## src/rtl/gfcc_pkg.sv

```systemverilog
// Package with shared types, constants and helpers for the canvas compositor.
`default_nettype none
package gfcc_pkg;
	localparam int MaxDim = 256;
	localparam int CanvasDepth = 65536;
	localparam int AddrW = $clog2(CanvasDepth);
	localparam int DimW = $clog2(MaxDim) + 1;

	localparam logic [2:0] FUNC_START = 3'd0;
	localparam logic [2:0] FUNC_PIXEL = 3'd1;
	localparam logic [2:0] FUNC_END   = 3'd2;
	localparam logic [2:0] FUNC_READ  = 3'd3;
	localparam logic [2:0] FUNC_CLEAR = 3'd4;

	localparam logic [2:0] DISP_CLEAR   = 3'd2;
	localparam logic [2:0] DISP_RESTORE = 3'd3;

	localparam logic [1:0] ST_DONE  = 2'd0;
	localparam logic [1:0] ST_TRANS = 2'd1;
	localparam logic [1:0] ST_CLIP  = 2'd2;
	localparam logic [1:0] ST_BAD   = 2'd3;

	localparam logic [0:0] REG_WIDTH  = 1'd0;
	localparam logic [0:0] REG_HEIGHT = 1'd1;

	typedef struct packed {
		logic [2:0]  func;
		logic [15:0] frame_left;
		logic [15:0] frame_top;
		logic [15:0] frame_width;
		logic [15:0] frame_height;
		logic [2:0]  disposal;
		logic [15:0] raw_delay;
		logic [31:0] pixel_rgba;
		logic [15:0] read_index;
	} in_item_t;

	typedef struct packed {
		logic [31:0] rgba_out;
		logic [19:0] delay_ms;
		logic [1:0]  status;
	} out_item_t;

	// Walk kinds the controller asks the datapath to run.
	typedef enum logic [1:0] {
		WALK_SAVE    = 2'd0,
		WALK_RESTORE = 2'd1,
		WALK_REGION  = 2'd2,
		WALK_WIPE    = 2'd3
	} walk_t;

	typedef struct packed {
		logic  take;      // accept the held item in the datapath
		logic  walk_go;   // start a walk
		walk_t walk_kind;
		logic  walk_step; // advance the walk one entry
		logic  finish;    // emit the held result
	} dp_cmd_t;

	typedef struct packed {
		logic  needs_walk;
		walk_t walk_kind;
		logic  walk_last;
	} dp_stat_t;

	function automatic logic [DimW-1:0] eff_dim(input logic [8:0] v);
		if (v == 9'd0) return DimW'(1);
		if ({23'd0, v} > MaxDim) return DimW'(MaxDim);
		return DimW'(v);
	endfunction
endpackage
`default_nettype wire

```

## src/rtl/gfcc_ctrl.sv

```systemverilog
// Controller state machine of the canvas compositor.
`default_nettype none
module gfcc_ctrl (
	input  wire logic              clk,
	input  wire logic              arst_n,
	input  wire logic              start,
	output logic                   busy,
	output gfcc_pkg::dp_cmd_t      cmd,
	input  wire gfcc_pkg::dp_stat_t stat
);
	import gfcc_pkg::*;

	typedef enum logic [4:0] {
		S_INIT = 5'b00001,
		S_IDLE = 5'b00010,
		S_DEC  = 5'b00100,
		S_WALK = 5'b01000,
		S_DONE = 5'b10000
	} state_t;

	state_t state_q, state_d;

	always_comb begin
		state_d = state_q;
		cmd = '0;
		cmd.walk_kind = stat.walk_kind;
		unique case (state_q)
			S_INIT: begin
				cmd.walk_kind = WALK_WIPE;
				cmd.walk_step = 1'b1;
				if (stat.walk_last) state_d = S_IDLE;
			end
			S_IDLE: begin
				if (start) begin
					cmd.take = 1'b1;
					state_d = S_DEC;
				end
			end
			S_DEC: begin
				// The datapath decodes the held transaction in this cycle.
				state_d = S_DONE;
			end
			S_DONE: begin
				if (stat.needs_walk) begin
					cmd.walk_go = 1'b1;
					state_d = S_WALK;
				end else begin
					cmd.finish = 1'b1;
					state_d = S_IDLE;
				end
			end
			S_WALK: begin
				cmd.walk_step = 1'b1;
				if (stat.walk_last) begin
					cmd.finish = 1'b1;
					state_d = S_IDLE;
				end
			end
			default: state_d = S_IDLE;
		endcase
	end

	always_ff @(posedge clk or negedge arst_n) begin
		if (!arst_n) state_q <= S_INIT;
		else state_q <= state_d;
	end

	assign busy = (state_q != S_IDLE);

	a_take_idle: assert property (@(posedge clk) disable iff (!arst_n)
		cmd.take |-> state_q == S_IDLE) else $error("take outside idle");
	a_take_dec: assert property (@(posedge clk) disable iff (!arst_n)
		cmd.take |=> state_q == S_DEC) else $error("take not followed by decode");
	a_fin_idle: assert property (@(posedge clk) disable iff (!arst_n)
		cmd.finish |=> state_q == S_IDLE) else $error("finish not to idle");
endmodule
`default_nettype wire

```

## config.mk

```make
export PLATFORM = sky130hd
export DESIGN_NAME = gfcc_ctrl
export DESIGN_NICKNAME = d
export VERILOG_FILES = /design/src/rtl/gfcc_pkg.sv /design/src/rtl/gfcc_ctrl.sv
export SDC_FILE = /design/constraint.sdc
export NUM_CORES = 1
export LEC_CHECK = 0
export BUFFER_PORTS_ARGS = -buffer_cell sky130_fd_sc_hd__buf_4
export CORE_AREA = 3 3 40 42
export CTS_BUF_LIST = sky130_fd_sc_hd__clkbuf_16
export DETAILED_ROUTE_END_ITERATION = 16
export DIE_AREA = 0 0 43 45
export HOLD_SLACK_MARGIN = 0.05
export SYNTH_ARGS = -nofsm -noshare
export SYNTH_HDL_FRONTEND = slang
export SYNTH_SLANG_ARGS = --single-unit
```

## constraint.sdc

```tcl
create_clock -name clk -period 1.4 [get_ports clk]
set_input_delay 0.28 -clock clk [delete_from_list [all_inputs] [get_ports clk]]
set_output_delay 0.28 -clock clk [all_outputs]
set_load 0.03 [all_outputs]
```

==> metrics.txt <==
worst-path cell chain=buf_4 -> nand2_2 -> a2111oi_4 -> buf_4; reg2reg path depth=5; endpoint type of the worst setup path=primary output; RSZ-0062 raised after global routing=true; min setup slack post-route=-242 ps; core area=0.00128 mm2; Async SR Flop Fraction=1.00; WHS=244 ps; final wirelength=981 um; largest cells by area after synthesis=dfrtp_1 (30%), nor4_4 (13%), dfstp_2 (7.8%); worst reg2reg path endpoint=state_q[1]; clk_lat worst skew=230 ps; total track usage=0.0939; Worst Path Arrival=1360 ps; # rows=13; Leakage=0.337 nW; CTS root buf=clkbuf_16; grt ovf=0; Max stage delay on crit path=390 ps; CP max-delay cell=dfrtp_2; via count=365; CTS tree=yes; syn avg cell area=10.2 um2; top-area cell type share of the netlist area=0.297; clk sink count=5; final hold viol count=0; wire length per cell=12.4 um; initial antenna violation count=0; Hold Crit Depth=2; startpoint class of the critical path=flip-flop; CTS buffer count=3; Max clock buf depth=2; status=finished, violations left; antenna cells=0; vias in the first global route=304; Die H=45 um; top-count cell post-synth=nor2_1; Least-Margin Pin Slew=309 ps; gpl congestion=0.695; crit-path most repeated cell=buf_4; synthesis warning total=0; DRC Markers=0; HP Start=start; worst path bufs/invs=2; Overall Power=1.34 mW; post-synth top area cell=dfrtp_1; Synth top cells by count=nor2_1 (7), dfrtp_1 (4); worst r2r src=state_q[0]; peak fanout along the critical path=4; largest delay contributor family on the critical path=flip-flops; violated checks=setup timing; Initial Util=0.262; Post-synth EDFFs=0; Die Width=43 um; H-tree levels=1; Largest register FFs=5; kind of critical path=flip-flop to primary output; slew margin rel.=0.792; # nets final=72; #FFs+latches synth=5; Top reg by flops=state_q; die area=0.00194 mm2; Critical Path RT=1120 ps; io pins=14; setup violators final=7; PD cells=1790 mW/mm2; worst clock skew=0.607 ps; fmax=609 MHz; fraction of layout cells with a size suffix above 1=0.797; Reg clk slew, reported paths=30 ps; reg2reg setup slack=60 ps; MaxCap Viol Count=0; ANT nets after route=0; Cell variety after synth=20; largest net degree at the start of global routing=10; Regs by FF count=state_q x5; 1st-pass router iterations=2; PortBufs=13; fin crit period=1640 ps; via/cell ratio=4.62; Syn Inst Count=33; HP Class=input pin to flip-flop; worst vdd ir=1030 uV; dpl hpwl=594 um; Syn Nets=40; worst setup path start=state_q[4]; Synth Flop Type=dfrtp_1; WHS Endpoint=state_q[1]; area grow syn2layout=123%; first-pass GRT wire length=1310 um; area of the mapped netlist=337 um2; sequential area share after synthesis=0.375; period utilization=1.17; DR iter-0 viols=4; fin. max-slew vios=0
## cells in the final DEF, fill, tap and decap left out, types with 2 or more instances in the layout
| master | instances |
|---|---|
| nor2_4 | 2 |
| dfrtp_2 | 2 |
| nor2_1 | 2 |
| buf_4 | 22 |
| inv_1 | 2 |
| nor4_4 | 2 |
| dfrtp_1 | 2 |
| clkbuf_16 | 3 |
| buf_6 | 6 |
| nor2_2 | 3 |
## routing by layer
layer,wire length (um),global-route usage
met1,419,0.115
met2,485,0.129
met5,0,0
met4,14,0.0904
met3,60,0.0279
## timing repair
action	CTS	global route
endpoints found under the hold margin	5	0
setup buffers	3	6
setup endpoints to repair	7	7
pin swaps	3	6
hold buffers	1	0
resized for setup	2	17
## per-stage QoR
step | area [um2] | setup TNS, ps | instances | worst slack, ps | utilization
5_1_grt | 752 | -1510 | 79 | -299 | 0.585
4_1_cts | 644 | -1170 | 73 | -261 | 0.501
3_5_place_dp | 519 | -42.6 | 65 | -42.6 | 0.404
6_report | 752 | -1210 | 79 | -242 | 0.585
3_3_place_gp | 519 | -25.3 | 65 | -25.3 | 0.404
2_1_floorplan | 368 | -379 | 33 | -112 | -
## kinds of logic (layout without fill, tap and decap cells)
group / Yosys count / in the layout / synth area share
AOI/OAI and AO/OA: 5 / 5 / 0.145
and+or+nand+nor: 18 / 18 / 0.364
buffers and inverters: 3 / 34 / 0.0409
DFF: 5 / 5 / 0.375
xor gates and xnor gates: 2 / 2 / 0.0744
## where the power goes
group | internal [mW] | total (mW) | switching (mW)
Clock | 0.369 | 0.456 | 0.0869
Combinational | 0.322 | 0.667 | 0.345
Sequential | 0.183 | 0.221 | 0.0378
Total | 0.874 | 1.34 | 0.469
## final cells by class
| type | instances | area (um2) |
|---|---|---|
| fill | 109 | 533 |
| multi-input combinational | 25 | 279 |
| timing repair buffer | 29 | 243 |
| sequential | 5 | 129 |
| clock buffer | 3 | 75.1 |
| tap | 15 | 18.8 |
| clock inverter | 1 | 3.75 |
| inverter | 1 | 3.75 |
## how the worst max path moves through the flow
stage,to,slack [ps],cells after the start
2_1_floorplan,cmd[0],-110,2
3_3_place_gp,cmd[0],-30,3
3_5_place_dp,cmd[0],-40,3
4_1_cts,cmd[0],-260,4
5_1_grt,cmd[0],-300,3
6_report,cmd[0],-240,4
Note: power is estimated with default switching activity, not from simulation.
